`config.mk`:
```
export PLATFORM = sky130hd
export DESIGN_NAME = stop_and_wait_retransmit_queue
export DESIGN_NICKNAME = d
export VERILOG_FILES = /design/src/sv/saw_pkg.sv /design/src/sv/stop_and_wait_retransmit_queue.sv /design/src/sv/saw_slot_store.sv /design/src/sv/saw_step_unit.sv
export SDC_FILE = /design/constraint.sdc
export NUM_CORES = 1
export LEC_CHECK = 0
export BUFFER_PORTS_ARGS = -buffer_cell sky130_fd_sc_hd__buf_2
export CAP_MARGIN = 10
export CORE_ASPECT_RATIO = 2
export CORE_MARGIN = 3
export CORE_UTILIZATION = 47
export DETAILED_ROUTE_END_ITERATION = 10
export PLACE_DENSITY = 0.67
export SKIP_LAST_GASP = 1
export SYNTH_ARGS = -nofsm -noshare
export SYNTH_HDL_FRONTEND = slang
export SYNTH_SLANG_ARGS = --single-unit
```
`constraint.sdc`:
```
create_clock -name clk_i -period 5.3 [get_ports clk_i]
set_input_delay 0.265 -clock clk_i [delete_from_list [all_inputs] [get_ports clk_i]]
set_output_delay 0.265 -clock clk_i [all_outputs]
set_load 0.01 [all_outputs]
```
`src/sv/saw_pkg.sv`:
```
`timescale 1ns / 1ps
// Shared types, codes and sizes for the stop-and-wait retransmit queue.
// No dependencies; every other file of the block imports this package.
package saw_pkg;

  // Ring size; the slot index is the 3-bit sequence number carried on the ports.
  localparam int unsigned QueueDepth = 8;
  localparam int unsigned IdxW       = $clog2(QueueDepth);
  // Lengths above this are clamped on enqueue.
  localparam int unsigned MaxLength  = 1023;
  // One more than the head walk can ever need; bounds the walk.
  localparam int unsigned GuardW     = $clog2(QueueDepth + 2);

  localparam int unsigned LenW  = 10;
  localparam int unsigned RefW  = 16;
  localparam int unsigned AttW  = 4;
  localparam int unsigned TickW = 16;
  localparam int unsigned CfgW  = 16;

  // Item kinds
  localparam logic [1:0] KIND_ENQ  = 2'd0;
  localparam logic [1:0] KIND_ACK  = 2'd1;
  localparam logic [1:0] KIND_NACK = 2'd2;
  localparam logic [1:0] KIND_TICK = 2'd3;

  // Result events
  localparam logic [2:0] EV_ENQUEUED  = 3'd0;
  localparam logic [2:0] EV_FULL      = 3'd1;
  localparam logic [2:0] EV_SEND      = 3'd2;
  localparam logic [2:0] EV_DELIVERED = 3'd3;
  localparam logic [2:0] EV_DISCARDED = 3'd4;
  localparam logic [2:0] EV_EMPTY     = 3'd5;

  // Configuration register indexes
  localparam logic REG_MAX_ATTEMPTS = 1'b0;
  localparam logic REG_ACK_TIMEOUT  = 1'b1;

  localparam logic [AttW-1:0]  MaxAttemptsRst = AttW'(3);
  localparam logic [TickW-1:0] AckTimeoutRst  = TickW'(500);

  typedef struct packed {
    logic [1:0]      kind;
    logic [2:0]      seq;
    logic [RefW-1:0] payload_ref;
    logic [LenW-1:0] length;
  } item_t;

  typedef struct packed {
    logic [2:0]      event_res;
    logic [2:0]      out_seq;
    logic [RefW-1:0] out_ref;
    logic [LenW-1:0] out_length;
    logic [AttW-1:0] attempt;
    logic            last;
  } result_t;

  typedef struct packed {
    logic [LenW-1:0] length;
    logic [RefW-1:0] pref;
    logic [AttW-1:0] attempts;
    logic            acked;
    logic            nacked;
  } slot_t;

  typedef enum logic [2:0] {
    SW_NONE,
    SW_FILL,
    SW_RETIRE,
    SW_ACK,
    SW_NACK,
    SW_SEND
  } slot_op_e;

  typedef struct packed {
    slot_op_e        op;
    logic [AttW-1:0] attempts;
    logic [RefW-1:0] pref;
    logic [LenW-1:0] length;
  } slot_wr_t;

  typedef enum logic [2:0] {
    ACT_STOP,
    ACT_SKIP,
    ACT_DELIVER,
    ACT_DISCARD,
    ACT_SEND
  } head_act_e;

  typedef struct packed {
    head_act_e       act;
    logic [AttW-1:0] attempts_next;
  } head_step_t;

endpackage

```
`src/sv/stop_and_wait_retransmit_queue.sv`:
```
`timescale 1ns / 1ps
// Stop-and-wait ARQ sender: a ring of 8 pending messages whose slot index is
// the sequence number. An item enqueues a message, delivers an ack or nack, or
// counts one timer tick; then the head is walked one entry per cycle, while the
// output side can take results, through a shared step unit (retire acked, drop
// empty, discard spent, send/resend) until it waits, the ring is empty or a
// frame goes out; in_ready_o is high only between items. Results carry last=1
// on the final one of an item; an item may cause none (e.g. a tick while
// waiting). Config writes go straight to the registers and must happen while
// the block is idle.
// Depends on saw_pkg, saw_slot_store, saw_step_unit.
module stop_and_wait_retransmit_queue import saw_pkg::*; (
  input  logic            clk_i,
  input  logic            rst_ni,
  input  logic            in_valid_i,
  output logic            in_ready_o,
  input  item_t           in_item_i,
  output logic            out_valid_o,
  input  logic            out_ready_i,
  output result_t         out_item_o,
  input  logic            cfg_we_i,
  input  logic            cfg_idx_i,
  input  logic [CfgW-1:0] cfg_data_i
);

  typedef enum logic [3:0] {
    S_IDLE  = 4'b0001,
    S_INPUT = 4'b0010,
    S_HEAD  = 4'b0100,
    S_FLUSH = 4'b1000
  } state_e;

  state_e state_q, state_d;

  logic [AttW-1:0]   max_att_q;
  logic [TickW-1:0]  timeout_q;
  logic [IdxW-1:0]   head_q, head_d, tail_q, tail_d;
  logic [TickW-1:0]  wait_q, wait_d;
  logic [GuardW-1:0] guard_q, guard_d;
  item_t             item_q;

  // One result is held back so the final one of an item can get last=1.
  result_t pend_q, pend_d;
  logic    pend_vld_q, pend_vld_d;
  result_t out_q, out_d;
  logic    out_vld_q, out_vld_d;

  logic       out_free;
  logic [IdxW-1:0] addr;
  slot_wr_t   wr;
  slot_t      slot;
  head_step_t step;
  logic       in_fire;

  assign in_ready_o  = (state_q == S_IDLE);
  assign in_fire     = in_valid_i && in_ready_o;
  assign out_valid_o = out_vld_q;
  assign out_item_o  = out_q;
  assign out_free    = !out_vld_q || out_ready_i;

  // Enqueue looks at the tail slot, everything else at the head slot.
  assign addr = (state_q == S_INPUT && item_q.kind == KIND_ENQ) ? tail_q : head_q;

  saw_slot_store u_store (
    .clk_i  (clk_i),
    .rst_ni (rst_ni),
    .addr_i (addr),
    .wr_i   (wr),
    .rd_o   (slot)
  );

  saw_step_unit u_step (
    .slot_i         (slot),
    .at_tail_i      (head_q == tail_q),
    .wait_busy_i    (wait_q != '0),
    .max_attempts_i (max_att_q),
    .step_o         (step)
  );

  always_comb begin
    result_t         res;
    logic            emit;
    logic            can_emit;
    logic [LenW-1:0] len_clamped;

    state_d    = state_q;
    head_d     = head_q;
    tail_d     = tail_q;
    wait_d     = wait_q;
    guard_d    = guard_q;
    pend_d     = pend_q;
    pend_vld_d = pend_vld_q;
    out_d      = out_q;
    out_vld_d  = out_vld_q && !out_ready_i;
    wr         = '{op: SW_NONE, attempts: '0, pref: '0, length: '0};
    res        = '0;
    emit       = 1'b0;
    can_emit   = !pend_vld_q || out_free;

    if ({7'd0, item_q.length} > 17'(MaxLength)) begin
      len_clamped = LenW'(MaxLength);
    end else begin
      len_clamped = item_q.length;
    end

    unique case (state_q)
      S_IDLE: begin
        if (in_fire) begin
          state_d = S_INPUT;
        end
      end

      S_INPUT: begin
        // pend is always empty here
        guard_d = '0;
        state_d = S_HEAD;
        unique case (item_q.kind)
          KIND_ENQ: begin
            pend_vld_d     = 1'b1;
            pend_d         = '0;
            pend_d.out_seq = tail_q;
            if (tail_q == head_q && slot.length != '0) begin
              pend_d.event_res = EV_FULL;
            end else begin
              pend_d.event_res = EV_ENQUEUED;
              wr.op            = SW_FILL;
              wr.pref          = item_q.payload_ref;
              wr.length        = len_clamped;
              tail_d           = tail_q + IdxW'(1);
            end
          end
          KIND_ACK, KIND_NACK: begin
            if (item_q.seq == head_q) begin
              wr.op = (item_q.kind == KIND_ACK) ? SW_ACK : SW_NACK;
            end
          end
          KIND_TICK: begin
            if (wait_q != '0) begin
              wait_d = wait_q - TickW'(1);
            end
          end
          default: ;
        endcase
      end

      S_HEAD: begin
        res.out_seq = head_q;
        if (guard_q == GuardW'(QueueDepth + 1)) begin
          state_d = pend_vld_q ? S_FLUSH : S_IDLE;
        end else begin
          unique case (step.act)
            ACT_STOP: state_d = pend_vld_q ? S_FLUSH : S_IDLE;
            ACT_SKIP: begin
              res.event_res = EV_EMPTY;
              if (can_emit) begin
                emit    = 1'b1;
                head_d  = head_q + IdxW'(1);
                guard_d = guard_q + GuardW'(1);
              end
            end
            ACT_DELIVER, ACT_DISCARD: begin
              res.event_res = (step.act == ACT_DELIVER) ? EV_DELIVERED : EV_DISCARDED;
              if (can_emit) begin
                emit    = 1'b1;
                wr.op   = SW_RETIRE;
                head_d  = head_q + IdxW'(1);
                guard_d = guard_q + GuardW'(1);
              end
            end
            ACT_SEND: begin
              res.event_res  = EV_SEND;
              res.out_ref    = slot.pref;
              res.out_length = slot.length;
              res.attempt    = step.attempts_next;
              if (can_emit) begin
                emit        = 1'b1;
                wr.op       = SW_SEND;
                wr.attempts = step.attempts_next;
                wait_d      = timeout_q;
                state_d     = S_FLUSH;
              end
            end
            default: ;
          endcase
        end
        if (emit) begin
          // previous held result is not the final one
          if (pend_vld_q) begin
            out_d      = pend_q;
            out_d.last = 1'b0;
            out_vld_d  = 1'b1;
          end
          pend_d     = res;
          pend_vld_d = 1'b1;
        end
      end

      S_FLUSH: begin
        if (out_free) begin
          out_d      = pend_q;
          out_d.last = 1'b1;
          out_vld_d  = 1'b1;
          pend_vld_d = 1'b0;
          state_d    = S_IDLE;
        end
      end

      default: state_d = S_IDLE;
    endcase
  end

  always_ff @(posedge clk_i or negedge rst_ni) begin
    if (!rst_ni) begin
      state_q    <= S_IDLE;
      max_att_q  <= MaxAttemptsRst;
      timeout_q  <= AckTimeoutRst;
      head_q     <= '0;
      tail_q     <= '0;
      wait_q     <= '0;
      guard_q    <= '0;
      pend_vld_q <= 1'b0;
      out_vld_q  <= 1'b0;
    end else begin
      state_q    <= state_d;
      head_q     <= head_d;
      tail_q     <= tail_d;
      wait_q     <= wait_d;
      guard_q    <= guard_d;
      pend_vld_q <= pend_vld_d;
      out_vld_q  <= out_vld_d;
      if (cfg_we_i) begin
        unique case (cfg_idx_i)
          REG_MAX_ATTEMPTS: max_att_q <= cfg_data_i[AttW-1:0];
          REG_ACK_TIMEOUT:  timeout_q <= cfg_data_i[TickW-1:0];
          default: ;
        endcase
      end
    end
  end

  // Payload registers
  always_ff @(posedge clk_i) begin
    if (in_fire) begin
      item_q <= in_item_i;
    end
    pend_q <= pend_d;
    out_q  <= out_d;
  end

endmodule

```
`src/sv/saw_slot_store.sv`:
```
`timescale 1ns / 1ps
// Slot storage of the ring: length, handle, attempt count and ack/nack flags.
// Depends on saw_pkg.
module saw_slot_store import saw_pkg::*; (
  input  logic            clk_i,
  input  logic            rst_ni,
  input  logic [IdxW-1:0] addr_i,
  input  slot_wr_t        wr_i,
  output slot_t           rd_o
);

  logic [LenW-1:0] len_q    [QueueDepth];
  logic [RefW-1:0] pref_q   [QueueDepth];
  logic [AttW-1:0] att_q    [QueueDepth];
  logic            acked_q  [QueueDepth];
  logic            nacked_q [QueueDepth];

  assign rd_o.length   = len_q[addr_i];
  assign rd_o.pref     = pref_q[addr_i];
  assign rd_o.attempts = att_q[addr_i];
  assign rd_o.acked    = acked_q[addr_i];
  assign rd_o.nacked   = nacked_q[addr_i];

  always_ff @(posedge clk_i or negedge rst_ni) begin
    if (!rst_ni) begin
      for (int i = 0; i < QueueDepth; i++) begin
        len_q[i]    <= '0;
        att_q[i]    <= '0;
        acked_q[i]  <= 1'b0;
        nacked_q[i] <= 1'b0;
      end
    end else begin
      unique case (wr_i.op)
        SW_FILL: begin
          len_q[addr_i]    <= wr_i.length;
          att_q[addr_i]    <= '0;
          acked_q[addr_i]  <= 1'b0;
          nacked_q[addr_i] <= 1'b0;
        end
        SW_RETIRE: len_q[addr_i]    <= '0;
        SW_ACK:    acked_q[addr_i]  <= 1'b1;
        SW_NACK:   nacked_q[addr_i] <= 1'b1;
        SW_SEND: begin
          att_q[addr_i]    <= wr_i.attempts;
          nacked_q[addr_i] <= 1'b0;
        end
        default: ;
      endcase
    end
  end

  // Handle is undefined until written; no reset.
  always_ff @(posedge clk_i) begin
    if (wr_i.op == SW_FILL) begin
      pref_q[addr_i] <= wr_i.pref;
    end
  end

endmodule

```
`src/sv/saw_step_unit.sv`:
```
`timescale 1ns / 1ps
// Decision for one step of the head walk: compare and increment of attempts.
// Depends on saw_pkg.
module saw_step_unit import saw_pkg::*; (
  input  slot_t           slot_i,
  input  logic            at_tail_i,
  input  logic            wait_busy_i,
  input  logic [AttW-1:0] max_attempts_i,
  output head_step_t      step_o
);

  always_comb begin
    step_o.attempts_next = slot_i.attempts + AttW'(1);
    priority if (slot_i.length == '0) begin
      step_o.act = at_tail_i ? ACT_STOP : ACT_SKIP;
    end else if (slot_i.acked) begin
      step_o.act = ACT_DELIVER;
    end else if (slot_i.attempts != '0 && !slot_i.nacked && wait_busy_i) begin
      step_o.act = ACT_STOP;      // frame out, still waiting
    end else if (slot_i.attempts >= max_attempts_i) begin
      step_o.act = ACT_DISCARD;
    end else begin
      step_o.act = ACT_SEND;
    end
  end

endmodule

```
# Word level (Yosys, flattened, before mapping)
# Memories as Yosys holds them, arrays and structs flattened.
# Cells that the tools add are included.
# word_totals
reg_bits	284
output_inout_bits	39
latch_bits	0
mem_count	1
elab_cells	240
ramBits	128
rom_bits	0
# classes
mux	88
shift	0
n_mul	0
bitwise_logic	13
n_lt_le_gt_ge	3
add_sub_neg	5
n_div	0
eq_ne	33
n_reduce_logical	41
# memory_table
memory	words	word_bits	rd	rd_clocked_by_memory_dff	write_ports	line	source
u_store.pref_q	8	16	1	0	1	saw_slot_store.sv:13	logic [RefW-1:0] pref_q [QueueDepth];
# ops
operator	count
$mux 37	5
$pmux 80 s2	1
$pmux 37 s2	2
$and 80x80->80	1
$bwmux 80	1
$mux 16	5
$not 80->80	1
$mux 26	3
$pmux 32 s2	1
$mux 30	2
$mux 4	13
$and 32x32->32	1
$bwmux 32	1
$not 32->32	1
$pmux 16 s2	1
$pmux 8 s2	2
$bmux 10 s3	1
$demux 10 s3	1
$mux 10	3
$mux 3	9
$mux 1	20
$reduce_and 4->1	5
$pmux 3 s2	3
$and 8x8->8	2
other kinds (52)	98

# Logic depth before layout (Yosys ltp)
# Gate-level depths: netlist (run 1).
# depth
ltp_word	21
mapped_depth	22

# Hierarchy
# From an unflattened synthesis (run 1), not the netlist that was laid out.
# hier_totals
cells_unflattened	1216
hier_area_um2	17712.0
# modules_own_cells
mod	area_each_um2	seq_area_each_um2	cells_per_inst	n_inst
saw_slot_store	10924.2	7046.8	708	1
stop_and_wait_retransmit_queue	6550.0	4435.5	477	1
saw_step_unit	237.7	0.0	31	1

# Worst setup path before layout (run 1)
# No wires, ideal clock.
# synth_path
path_kind	flip-flop to flip-flop
startpoint	reg item_q[29] (netlist name)
endpoint	reg out_q (netlist bit out_item_o[0]), enable pin
stages_incl_launch_ff	14
arrival_ns	5.017
t_required_ns	4.869
synth_period_minus_slack_ns	5.449
n_path_buf	1
path_slack_ns	-0.149
setup_ns	0.431
path_cell_list	edfxtp_1 inv_1 ha_1 inv_1 clkbuf_1 nor4b_1 nor2_1 o22ai_1 a2111oi_2 nand4_1 o31a_2 a211oi_2 a21oi_1 nor2_1
# synth_between
elab_chain_cells	20
word_cells_on_any_way	36
classes_between	1 x order compare; 5 x eq/ne; 20 x mux; 1 x bitwise; 9 x reduce/logical
# synth_lines
element	line	source
start: declaration	stop_and_wait_retransmit_queue.sv:40	item_t item_q;
start signal: assignment	stop_and_wait_retransmit_queue.sv:244	item_q <= in_item_i;
$logic_not 2->1 *	stop_and_wait_retransmit_queue.sv:62	assign addr = (state_q == S_INPUT && item_q.kind == KIND_ENQ) ? tail_q : head_q;
$logic_and 1x1->1 *	stop_and_wait_retransmit_queue.sv:62	
$mux 3 *	stop_and_wait_retransmit_queue.sv:62	
$not 3->4 (not written as such) *	--	
parallel branches: the longest is 8 deep, another holds $ge 4x4->1	--	
$mux 3 *	saw_step_unit.sv:14	priority if (slot_i.length == '0) begin
$eq 3x2->1, or another cell as far along	stop_and_wait_retransmit_queue.sv:151	unique case (step.act)
$reduce_or 4->1 (no source line) *	--	
$mux 1 *	--	
$mux 1 *	stop_and_wait_retransmit_queue.sv:148	if (guard_q == GuardW'(QueueDepth + 1)) begin
$mux 1 *	stop_and_wait_retransmit_queue.sv:106	unique case (state_q)
$ne 2x2->1 (no source line) *	--	
$reduce_and 4->1 (no source line) *	--	
end signal: assignment	stop_and_wait_retransmit_queue.sv:247	out_q <= out_d;
end: declaration	stop_and_wait_retransmit_queue.sv:45	result_t out_q, out_d;
# Mark *: on every way between the ends. The select of a mux whose other input is x is not followed.
# A chain may end at the register's enable or synchronous reset.

# Worst setup path in the final report (run 1)
# layout_path
startpoint	reg state_q[3]
endpoint	reg pend_q[10] (netlist name), enable pin
# layout_between
elab_chain_cells	20
word_cells_on_any_way	39
classes_between	1 x order compare; 8 x eq/ne; 20 x mux; 1 x bitwise; 9 x reduce/logical
# layout_lines
element	line	source
start: declaration	stop_and_wait_retransmit_queue.sv:33	state_e state_q, state_d;
start signal: assignment	stop_and_wait_retransmit_queue.sv:224	state_q <= state_d;
parallel branches: the longest is 19 deep, another holds $ge 4x4->1	--	
$reduce_and 3->1 (no source line) *	--	
end signal: assignment	stop_and_wait_retransmit_queue.sv:246	pend_q <= pend_d;
end: declaration	stop_and_wait_retransmit_queue.sv:43	result_t pend_q, pend_d;
# Marks and branches as above.

==> impl_metrics.env, run 1 <==
export IMPL_vias_per_cell=5.976
export IMPL_worst_path_buf_inv=2
export IMPL_fp_dieW_um=144.8
export IMPL_clk_pin_slew_ns=0.06
export IMPL_highest_layer="met5"
export IMPL_worst_slew_pin_slew_ns=0.9841
export IMPL_post_route_period_util_pct=97.54
export IMPL_met1Wirelength_mm=18.34
export IMPL_synth_warnings=0
export IMPL_clock_skew_ns=0.02002
export IMPL_final_area_um2=21280
export IMPL_cap_violations=0
export IMPL_crit_fanout=21
export IMPL_synth_cell_type_count=91
export IMPL_via_count=13030
export IMPL_slowest_delay_ns=0.72
export IMPL_dieHeight_um=283.6
export IMPL_synth_compound_area_share_pct=14.76
export IMPL_peakVddDrop_mv=0.3027
export IMPL_seq_area_frac_synth_pct=63.42
export IMPL_r2r_end="pend_q[10]"
export IMPL_row_count=101
export IMPL_synth_top_family_by_area="compound AO/OA/AOI/OAI gates"
export IMPL_final_cell_mix="edfxtp_1, dfrtp_1, inv_1, o21ai_0, nand3_1"
export IMPL_cp_common_cell="nand2_2"
export IMPL_layout_nets=1705
export IMPL_cp_arrival_ns=5.40
export IMPL_dr_pass1_iters=5
export IMPL_route_met3_wl_mm=2.694
export IMPL_synth_edff_count=232
export IMPL_ys_ff_latch=412
export IMPL_fmax_mhz=193.4
export IMPL_syn_cell_area_um2=18100
export IMPL_start_util_pct=47.60
export IMPL_grt_max_degree=97
export IMPL_rr_worst_depth=12
export IMPL_max_slew_margin_pct=34.39
export IMPL_outcome="finished clean"
export IMPL_path_delay_family="compound AO/OA/AOI/OAI gates"
export IMPL_slew_viol_final=0
export IMPL_grt_ovfl_total=0
export IMPL_gp_congestion=0.9519
export IMPL_die_area_um2=41050
export IMPL_start_kind="register"
export IMPL_antenna_left=0
export IMPL_cts_sinks=412
export IMPL_post_cts_setup_buffers=0
export IMPL_synth_top_area_share_pct=38.48
export IMPL_ys_top_cells_by_area="edfxtp_1, dfrtp_1, mux2_2"
export IMPL_cts_buffer_depth=3
export IMPL_path_cells="or4b_1 -> buf_4 -> o21ai_2 -> nand2_2 -> a311o_1 -> a2111oi_4 -> nand2_2 -> o31a_2 -> a211oi_2 -> nand2_1 -> nand2_2 -> buf_12"
export IMPL_timing_rr_start="state_q[3]"
export IMPL_boundaryPins=92
export IMPL_min_to="max_att_q[1]"
export IMPL_hold_depth=4
export IMPL_criticalPathCategory="reg -> reg"
export IMPL_fin_crit_ns=5.169
export IMPL_routed_wl_mm=55.59
export IMPL_h_tree_depth=2
export IMPL_syn2layout_area_growth_pct=17.53
export IMPL_core_area_um2=38040
export IMPL_p_leak_nw=8.078
export IMPL_synthXorXnorAreaFrac_pct=0.5805
export IMPL_met2_length_mm=29.30
export IMPL_critPathSlowestCell="or4b_1"
export IMPL_finalHoldViolations=0
export IMPL_n_antenna_cell=0
export IMPL_async_flop_share_pct=43.69
export IMPL_setup_tns_ns=0
export IMPL_wl_per_cell_um=25.49
export IMPL_setup_worst_path_end_class="register"
export IMPL_dpl_hpwl_mm=39.41
export IMPL_place_area_um2=19560
export IMPL_min_delay_start="cfg_idx_i"
export IMPL_setup_violations=0
export IMPL_crit_required_ns=5.53
export IMPL_syn_nets=1531
export IMPL_clock_latency_ns=0.55
export IMPL_avgSynthCellArea_um2=12.38
export IMPL_total_power_mw=9.429
export IMPL_netlist_instances=1463
export IMPL_grt_usage_pct=27.15
export IMPL_drt_initial_drc_count=971
export IMPL_cts_tree="yes"
export IMPL_muxShareOfSynthArea_pct=4.762
export IMPL_grt_antenna_before_repair=2
export IMPL_drive_gt1_share_pct=20.59
export IMPL_drc=0
export IMPL_hold_path_class="in -> reg"
export IMPL_numCtsBuffers=38
export IMPL_ys_flop_type="edfxtp_1"
export IMPL_r2r_slack_ns=0.13
export IMPL_root_buffer="clkbuf_16"
export IMPL_synth_adder_area_share_pct=1.037
export IMPL_synthSimpleGateAreaFrac_pct=10.53
export IMPL_first_global_vias=13510
export IMPL_final_common_cell="edfxtp_1"
export IMPL_grt_pass1_wl_mm=82.51
export IMPL_synth_largest_area_cell="edfxtp_1"
export IMPL_portBuffers=91
export IMPL_powerDensity_nw_per_um2=443.1
export IMPL_rsz0062_at_grt="no"
==> flip-flops by register name, indices dropped and copies added (netlist names), 3 cells and up, named ones only <==
| signal | cells |
|---|---|
| u_store.pref_q | 128 |
| u_store.len_q | 80 |
| out_item_o | 37 |
| pend_q | 36 |
| u_store.att_q | 32 |
| item_q | 31 |
| timeout_q | 16 |
| wait_q | 16 |
| guard_q | 4 |
| max_att_q | 4 |
| state_q | 4 |
| head_q | 3 |
| tail_q | 3 |
==> metal layers <==
layer | track usage, % | vias to the layer above
met2 | 48.07 | 563
met4 | 20.82 | 2
met5 | 0 | -
met3 | 3.642 | 217
li1 | - | 5777
met1 | 27.96 | 6474
==> through the flow <==
step	std cells	setup slack (ns)	utilization, %	hold WS (ns)
after detailed placement	2063	0.08724	51.41	0.3994
after CTS	2181	0.08314	55.94	0.05559
after global routing	2181	0.02851	55.94	0.1311
final	2181	0.1306	55.94	0.07813
after floorplan	1463	0.4572	-	-0.03059
after global placement	2063	0.1580	51.41	0.3962
==> power breakdown <==
part	switching [mW]	total, mW	internal, mW
Combinational	1.65	2.55	0.899
Sequential	0.331	4.13	3.79
Clock	1.20	2.75	1.55
==> worst min-delay path: cells and delay by family <==
family,cells,cell delay (ns)
and+or+nand+nor,2,0.17
AOI/OAI and AO/OA,1,0.07
buffers and inverters,1,0.09
==> final cells by class <==
class / count / area (um2)
timing repair buffer: 220 / 1728
clock inverter: 20 / 220.2
sequential: 412 / 11480
inverter: 113 / 424.2
multi-input combinational: 852 / 5767
clock buffer: 49 / 1012
tap: 515 / 644.4
fill: 3170 / 16760
==> worst max path at each step <==
stage,start,to,slack [ns],cells past startpoint
global placement,item_q[29],pend_q[16],0.16,14
floorplan,item_q[29],out_item_o[0],0.46,13
CTS,item_q[29],pend_q[15],0.08,14
global route,state_q[3],u_store.att_q[20],0.03,17
detailed placement,item_q[29],pend_q[18],0.09,14
finish,state_q[3],pend_q[10],0.13,12
==> synth_stat cells, types with 6 or more instances <==
library cell,count
edfxtp_1,232
nand4_1,7
o21ai_1,21
a221oi_1,12
and2_1,7
nor2_1,73
a21oi_1,46
nor3_1,26
a221o_1,6
o211ai_1,7
dfstp_2,9
nand3_1,101
or2_2,6
buf_1,16
mux2i_1,22
dfrtp_1,171
clkbuf_1,45
a31oi_1,14
o21ai_0,113
inv_1,113
a22o_1,13
a22oi_1,40
nand2_1,60
a211oi_1,17
nor4_1,10
xnor2_1,10
buf_6,12
ha_1,15
a21oi_4,15
and3_1,27
o221ai_1,8
nor4b_1,6
mux2_2,52
o22ai_1,14
nand2b_1,8
buf_2,7
==> cells by family after synthesis <==
group           Yosys count
flops                   412
compound gates          379
simple gates            369
buf+inv                 199
mux                      77
fa+ha+maj                15
xor+xnor                 12
==> timing repair <==
item                                   in CTS  in global routing
endpoints found under the hold margin     144                  0
setup endpoints to repair                   0                 62
gates resized for setup                     0                  1
hold buffers                               49                  0
No activity file was read; power rests on OpenSTA's default activity.
==> inputs of run 2 (changes only) <==
MAX_ROUTING_LAYER = met4   (was not set)
==> run 2 against run 1 <==
Compared with the run above: first-iteration DRC count increased by 11%; largest power group unchanged; maximum frequency increased by 0.30%; routed wire length increased by 0.96%; sequential share of layout area decreased by 0.26 points; global-route usage increased by 1.3 points; largest cell class unchanged.
==> impl_metrics.env, run 2 (synthesized netlist as in run 1, its figures left out) <==
export IMPL_setup_violations=0
export IMPL_p_leak_nw=8.137
export IMPL_grt_usage_pct=28.42
export IMPL_grt_max_degree=97
export IMPL_via_count=13040
export IMPL_dr_pass1_iters=5
export IMPL_layout_nets=1712
export IMPL_fillers=3144
export IMPL_drc=0
export IMPL_grt_antenna_before_repair=0
export IMPL_comb_power_share_pct=27.0
export IMPL_cts_buffer_depth=3
export IMPL_drt_initial_drc_count=1078
export IMPL_gp_congestion=0.9656
export IMPL_cp_common_cell="nand2_2"
export IMPL_vias_per_cell=5.960
export IMPL_worst_slew_pin_slew_ns=1.273
export IMPL_hold_path_class="in -> reg"
export IMPL_h_tree_depth=2
export IMPL_path_delay_family="compound AO/OA/AOI/OAI gates"
export IMPL_crit_required_ns=5.55
export IMPL_slew_viol_final=0
export IMPL_root_buffer="clkbuf_16"
export IMPL_core_area_um2=38040
export IMPL_criticalPathCategory="reg -> reg"
export IMPL_clock_skew_ns=0.01936
export IMPL_fin_crit_ns=5.154
export IMPL_max_slew_margin_pct=12.95
export IMPL_setup_worst_path_end_class="register"
export IMPL_row_count=101
export IMPL_final_cell_mix="edfxtp_1, dfrtp_1, inv_1, o21ai_0, nand3_1"
export IMPL_rsz0062_at_grt="no"
export IMPL_crit_fanout=29
export IMPL_start_util_pct=47.60
export IMPL_setup_tns_ns=0
export IMPL_n_antenna_cell=0
export IMPL_post_route_period_util_pct=97.24
export IMPL_largest_reg_flops=128
export IMPL_clk_pin_slew_ns=0.06
export IMPL_worst_path_buf_inv=2
export IMPL_p_switching_mw=3.225
export IMPL_switching_share_pct=34.25
export IMPL_power_frac_seq_pct=43.9
export IMPL_fin_ws_ns=0.1461
export IMPL_powerDensity_nw_per_um2=440.3
export IMPL_peakVddDrop_mv=0.3017
export IMPL_start_kind="register"
export IMPL_final_area_um2=21380
export IMPL_final_common_cell="edfxtp_1"
export IMPL_p_clk_share_pct=29.1
export IMPL_routed_wl_mm=56.13
export IMPL_syn2layout_area_growth_pct=18.10
export IMPL_cap_violations=0
export IMPL_dieHeight_um=283.6
export IMPL_slowest_delay_ns=0.73
export IMPL_place_area_um2=19660
export IMPL_dpl_hpwl_mm=39.80
export IMPL_post_cts_setup_buffers=0
export IMPL_critPathSlowestCell="or4b_1"
export IMPL_post_place_ws_ns=0.1769
export IMPL_regMostFlops="u_store.pref_q"
export IMPL_fmax_mhz=194.0
export IMPL_boundaryPins=92
export IMPL_fp_dieW_um=144.8
export IMPL_finalHoldViolations=0
export IMPL_grt_ovfl_total=0
export IMPL_cts_sinks=412
export IMPL_numCtsBuffers=39
export IMPL_p_int_mw=6.190
export IMPL_clock_latency_ns=0.55
export IMPL_path_cells="or4b_1 -> buf_4 -> o21ai_2 -> nand2_2 -> a311o_1 -> a2111oi_4 -> nand2_2 -> o31a_2 -> a211oi_4 -> a21oi_1 -> nor2_4 -> buf_12"
export IMPL_antenna_left=0
export IMPL_die_area_um2=41050
export IMPL_drive_gt1_share_pct=21.46
export IMPL_cp_arrival_ns=5.40
export IMPL_wl_per_cell_um=25.65
export IMPL_portBuffers=91
export IMPL_cts_tree="yes"
export IMPL_outcome="finished clean"
export IMPL_grt_pass1_wl_mm=84.06
export IMPL_first_global_vias=13510
## run 2: per-stage QoR
stage,hold slack (ns),std cells,util (%),power [mW]
floorplan,-0.03059,1463,-,5.623
finish,0.008848,2188,56.21,9.414
global placement,0.3789,2069,51.66,6.628
global route,0.02572,2188,56.21,9.794
CTS,0.004959,2188,56.19,9.421
detailed placement,0.3780,2070,51.67,6.652
## run 2: cell type report
type                       instances  area [um2]  share of cell area (%)
timing repair buffer             226        1818                   8.503
sequential                       412       11480                   53.70
tap                              515       644.4                   3.014
clock buffer                      51        1082                   5.062
clock inverter                    19       153.9                  0.7198
multi-input combinational        852        5777                   27.02
inverter                         113       424.2                   1.984
## run 2: worst paths after layout
| path | startpoint | endpoint | slack [ns] | cells after the start |
|---|---|---|---|---|
| min in group asynchronous | rst_ni | head_q[2] | 0.35 | 2 |
| worst min register to register | pend_q[6] | out_item_o[6] | 0.42 | 0 |
| max in group asynchronous | rst_ni | u_store.att_q[0] | 3.97 | 3 |
| worst max-delay path | state_q[3] | out_item_o[29] | 0.15 | 12 |
| worst max register to register | state_q[3] | out_item_o[29] | 0.15 | 12 |
| worst min-delay path | cfg_data_i[2] | max_att_q[2] | 0.009 | 3 |
## run 2: power by group through the flow
stage	registers (mW)	logic [mW]	clock network, mW
2_1_floorplan	4.03	1.60	0
3_3_place_gp	4.18	2.45	0
3_5_place_dp	4.18	2.47	0
4_1_cts	4.13	2.51	2.78
5_1_grt	4.17	2.72	2.91
6_report	4.13	2.55	2.74
## run 2: worst reg2reg max path, stage by stage (launching register included)
cell and delay (ns):
dfrtp_1 0.45, or4b_1 0.73, buf_4 0.28, o21ai_2 0.32, nand2_2 0.31, a311o_1 0.48, a2111oi_4 0.59, nand2_2 0.22
o31a_2 0.48, a211oi_4 0.40, a21oi_1 0.19, nor2_4 0.15, buf_12 0.21
## run 2: layer usage
layer / vias up / GRT usage [%] / share of wire (%) / wire length (um)
met4: 0 / 22.64 / 10 / 5871
met2: 541 / 47.93 / 52 / 29030
li1: 5785 / - / - / -
met5: - / - / 0 / 0
met3: 245 / 3.474 / 4.6 / 2581
met1: 6469 / 28.86 / 33 / 18640
## run 2: repair_timing
action                                  in CTS  in global routing
hold buffers                                48                  0
endpoints found under the setup margin       0                 57
gates resized for setup                      0                  2
endpoints found under the hold margin      134                  0
==> inputs of run 3 (changes only) <==
SYNTH_HIERARCHICAL = 1   (was not set)
==> run 3 against run 2 <==
Compared with the run above: the run now ends with setup timing left; power fell by 0.79%; global-route usage decreased by 5.0 points; combinational power up 6%; critical endpoint is now u_store/pref_q[0][4]; largest cell class unchanged; largest power group unchanged.
==> impl_metrics.env, run 3 <==
export IMPL_synth_top_area_share_pct=39.33
export IMPL_grt_usage_pct=23.38
export IMPL_fp_dieW_um=143.3
export IMPL_finalHoldViolations=0
export IMPL_regMostFlops="u_store/pref_q"
export IMPL_vias_per_cell=5.951
export IMPL_async_flop_share_pct=43.69
export IMPL_h_tree_depth=2
export IMPL_row_count=100
export IMPL_seq_area_frac_synth_pct=64.83
export IMPL_start_util_pct=47.66
export IMPL_first_global_vias=11890
export IMPL_drive_gt1_share_pct=29.65
export IMPL_fin_ws_ns=-0.04938
export IMPL_p_leak_nw=8.787
export IMPL_root_buffer="clkbuf_16"
export IMPL_grt_pass1_wl_mm=69.72
export IMPL_clk_pin_slew_ns=0.07
export IMPL_dpl_hpwl_mm=31.95
export IMPL_setup_tns_ns=-1.206
export IMPL_cts_buffer_depth=3
export IMPL_powerDensity_nw_per_um2=431.6
export IMPL_portBuffers=91
export IMPL_grt_max_degree=83
export IMPL_cap_violations=0
export IMPL_grt_antenna_before_repair=0
export IMPL_total_power_mw=9.340
export IMPL_min_to="pend_vld_q"
export IMPL_slew_viol_final=0
export IMPL_avgSynthCellArea_um2=14.57
export IMPL_setup_violations=55
export IMPL_peakVddDrop_mv=0.2526
export IMPL_fmax_mhz=186.9
export IMPL_core_area_um2=37160
export IMPL_clock_latency_ns=0.54
export IMPL_drt_initial_drc_count=827
export IMPL_final_core_util_pct=58.24
export IMPL_layout_nets=1517
export IMPL_dieHeight_um=280.5
export IMPL_synth_edff_count=232
export IMPL_cp_arrival_ns=5.60
export IMPL_via_count=11520
export IMPL_numCtsBuffers=37
export IMPL_ys_top_cells_by_area="edfxtp_1, dfrtp_1, a22o_1"
export IMPL_min_delay_start="out_ready_i"
export IMPL_finalNonFillerCells=1936
export IMPL_yosysMostFrequentCell="edfxtp_1"
export IMPL_ys_ff_latch=412
export IMPL_criticalPathCategory="reg -> reg"
export IMPL_n_antenna_cell=0
export IMPL_syn_cell_area_um2=17710
export IMPL_antenna_left=0
export IMPL_setup_worst_path_end_class="register"
export IMPL_grt_ovfl_total=0
export IMPL_worst_slew_pin_slew_ns=0.9598
export IMPL_rsz0062_at_grt="yes"
export IMPL_routed_wl_mm=46.13
export IMPL_fin_crit_ns=5.349
export IMPL_gp_congestion=0.9434
export IMPL_post_place_ws_ns=-0.1266
export IMPL_timing_rr_start="state_q[3]"
export IMPL_r2r_end="u_store/pref_q[0][4]"
export IMPL_ys_flop_type="edfxtp_1"
export IMPL_dr_pass1_iters=5
export IMPL_cts_tree="yes"
export IMPL_boundaryPins=92
export IMPL_synth_largest_area_cell="edfxtp_1"
export IMPL_slowest_delay_ns=0.59
export IMPL_die_area_um2=40190
export IMPL_final_cell_mix="edfxtp_1, dfrtp_1, a22o_1"
export IMPL_path_cells="nor4b_4 -> nand2_2 -> buf_6 -> mux2_4 -> buf_12 -> and2_1 -> a22o_1 -> a221o_1 -> nor4_2 -> nand3_1 -> buf_4 -> mux2i_4 -> nor3b_4 -> and2_4 -> and3_4 -> o21bai_4 -> or4b_4 -> nor2_4 -> buf_4 -> buf_12"
export IMPL_largest_reg_flops=128
export IMPL_synth_cell_type_count=72
export IMPL_place_area_um2=19550
export IMPL_cts_sinks=412
export IMPL_post_route_period_util_pct=100.9
export IMPL_placedCellCount=1797
export IMPL_fillers=2895
export IMPL_outcome="complete, but fails checks"
export IMPL_critPathSlowestCell="or4b_4"
export IMPL_wl_per_cell_um=23.83
export IMPL_hold_path_class="in -> reg"
export IMPL_final_area_um2=21640
export IMPL_final_common_cell="edfxtp_1"
export IMPL_synth_warnings=6
export IMPL_start_kind="register"
export IMPL_syn_nets=1284
export IMPL_r2r_slack_ns=-0.05
export IMPL_crit_required_ns=5.55
export IMPL_hold_slack_ns=0.1377
export IMPL_hold_depth=4
export IMPL_violations="setup timing"
export IMPL_netlist_instances=1216
export IMPL_max_slew_margin_pct=36.01
export IMPL_clock_skew_ns=0.01624
export IMPL_syn2layout_area_growth_pct=22.18
export IMPL_rr_worst_depth=20
export IMPL_drc=0
export IMPL_synthTopCellsByCount="edfxtp_1, dfrtp_1, a22o_1"
export IMPL_crit_fanout=11
==> run 3: cell types whose count changed in the layout (fill, tap and decap cells not counted), sizes merged, moves of 31 or more <==
cell / previous run / this run
buf: 178 / 224
a22o: 13 / 119
inv: 117 / 16
nand3: 103 / 26
o21ai: 135 / 20
a22oi: 40 / 0
nor2: 77 / 46
==> run 3: report_power, final <==
group	total (mW)	switching, mW	internal [mW]	leakage, nW
sequential	3.93	0.204	3.72	4.58
clock	2.70	1.18	1.52	0.589
combinational	2.71	1.53	1.18	3.62
total	9.34	2.91	6.42	8.79
==> run 3: kinds of logic (layout without fill, tap and decap cells) <==
| logic type | after synthesis | count (layout) | share of synthesized area, % |
|---|---|---|---|
| DFF | 412 | 412 | 64.83 |
| and+or+nand+nor | 295 | 295 | 10.02 |
| AOI/OAI and AO/OA | 264 | 264 | 11.54 |
| muxes | 118 | 119 | 9.134 |
| buffers and inverters | 97 | 357 | 2.635 |
| adders and majority gates | 15 | 15 | 1.060 |
| xor gates and xnor gates | 15 | 15 | 0.7842 |
==> run 3: how the worst max path moves through the flow <==
stage                from                    end  slack [ns]  cells past startpoint
3_3_place_gp   state_q[3]  u_store/pref_q[0][13]       -0.05                     20
3_5_place_dp   state_q[3]   u_store/pref_q[0][3]       -0.13                     20
2_1_floorplan  state_q[3]   u_store/pref_q[0][0]       -0.04                     22
4_1_cts        state_q[3]   u_store/pref_q[0][1]      -0.002                     20
5_1_grt        state_q[3]   u_store/pref_q[0][4]       -0.14                     21
6_report       state_q[3]   u_store/pref_q[0][4]       -0.05                     20
==> run 3: critical path: cells and delay by family, from the launching register on <==
family,cells,cell delay [ns]
AND/OR/NAND/NOR,10,2.45
AO/OA/AOI/OAI,3,0.83
multiplexers,2,0.58
buffers and inverters,5,0.77
flip-flops,1,0.42
==> run 3: metal layers <==
metal	up-vias	global-route usage [%]	part of all wire [%]
met2	415	42.58	55
li1	5168	-	-
met3	151	2.303	4.2
met4	0	12.54	6.4
met1	5788	24.46	34
met5	-	-	0
==> run 3: timing repair <==
| item | CTS | global route |
|---|---|---|
| setup endpoints to repair | 187 | 276 |
| pin swaps | 3 | 5 |
| hold buffers | 49 | 0 |
| cloned | 1 | 5 |
| endpoints found under the hold margin | 132 | 0 |
| gates resized for setup | 3 | 28 |
| setup buffers | 1 | 16 |
==> run 3: layout make-up <==
class / instances / area (um2) / area share (%)
inverter: 13 / 51.30 / 0.2370
timing repair buffer: 277 / 2297 / 10.62
clock inverter: 20 / 200.2 / 0.9251
tap: 459 / 574.3 / 2.654
sequential: 412 / 11480 / 53.06
clock buffer: 47 / 1016 / 4.695
multi-input combinational: 708 / 6018 / 27.81
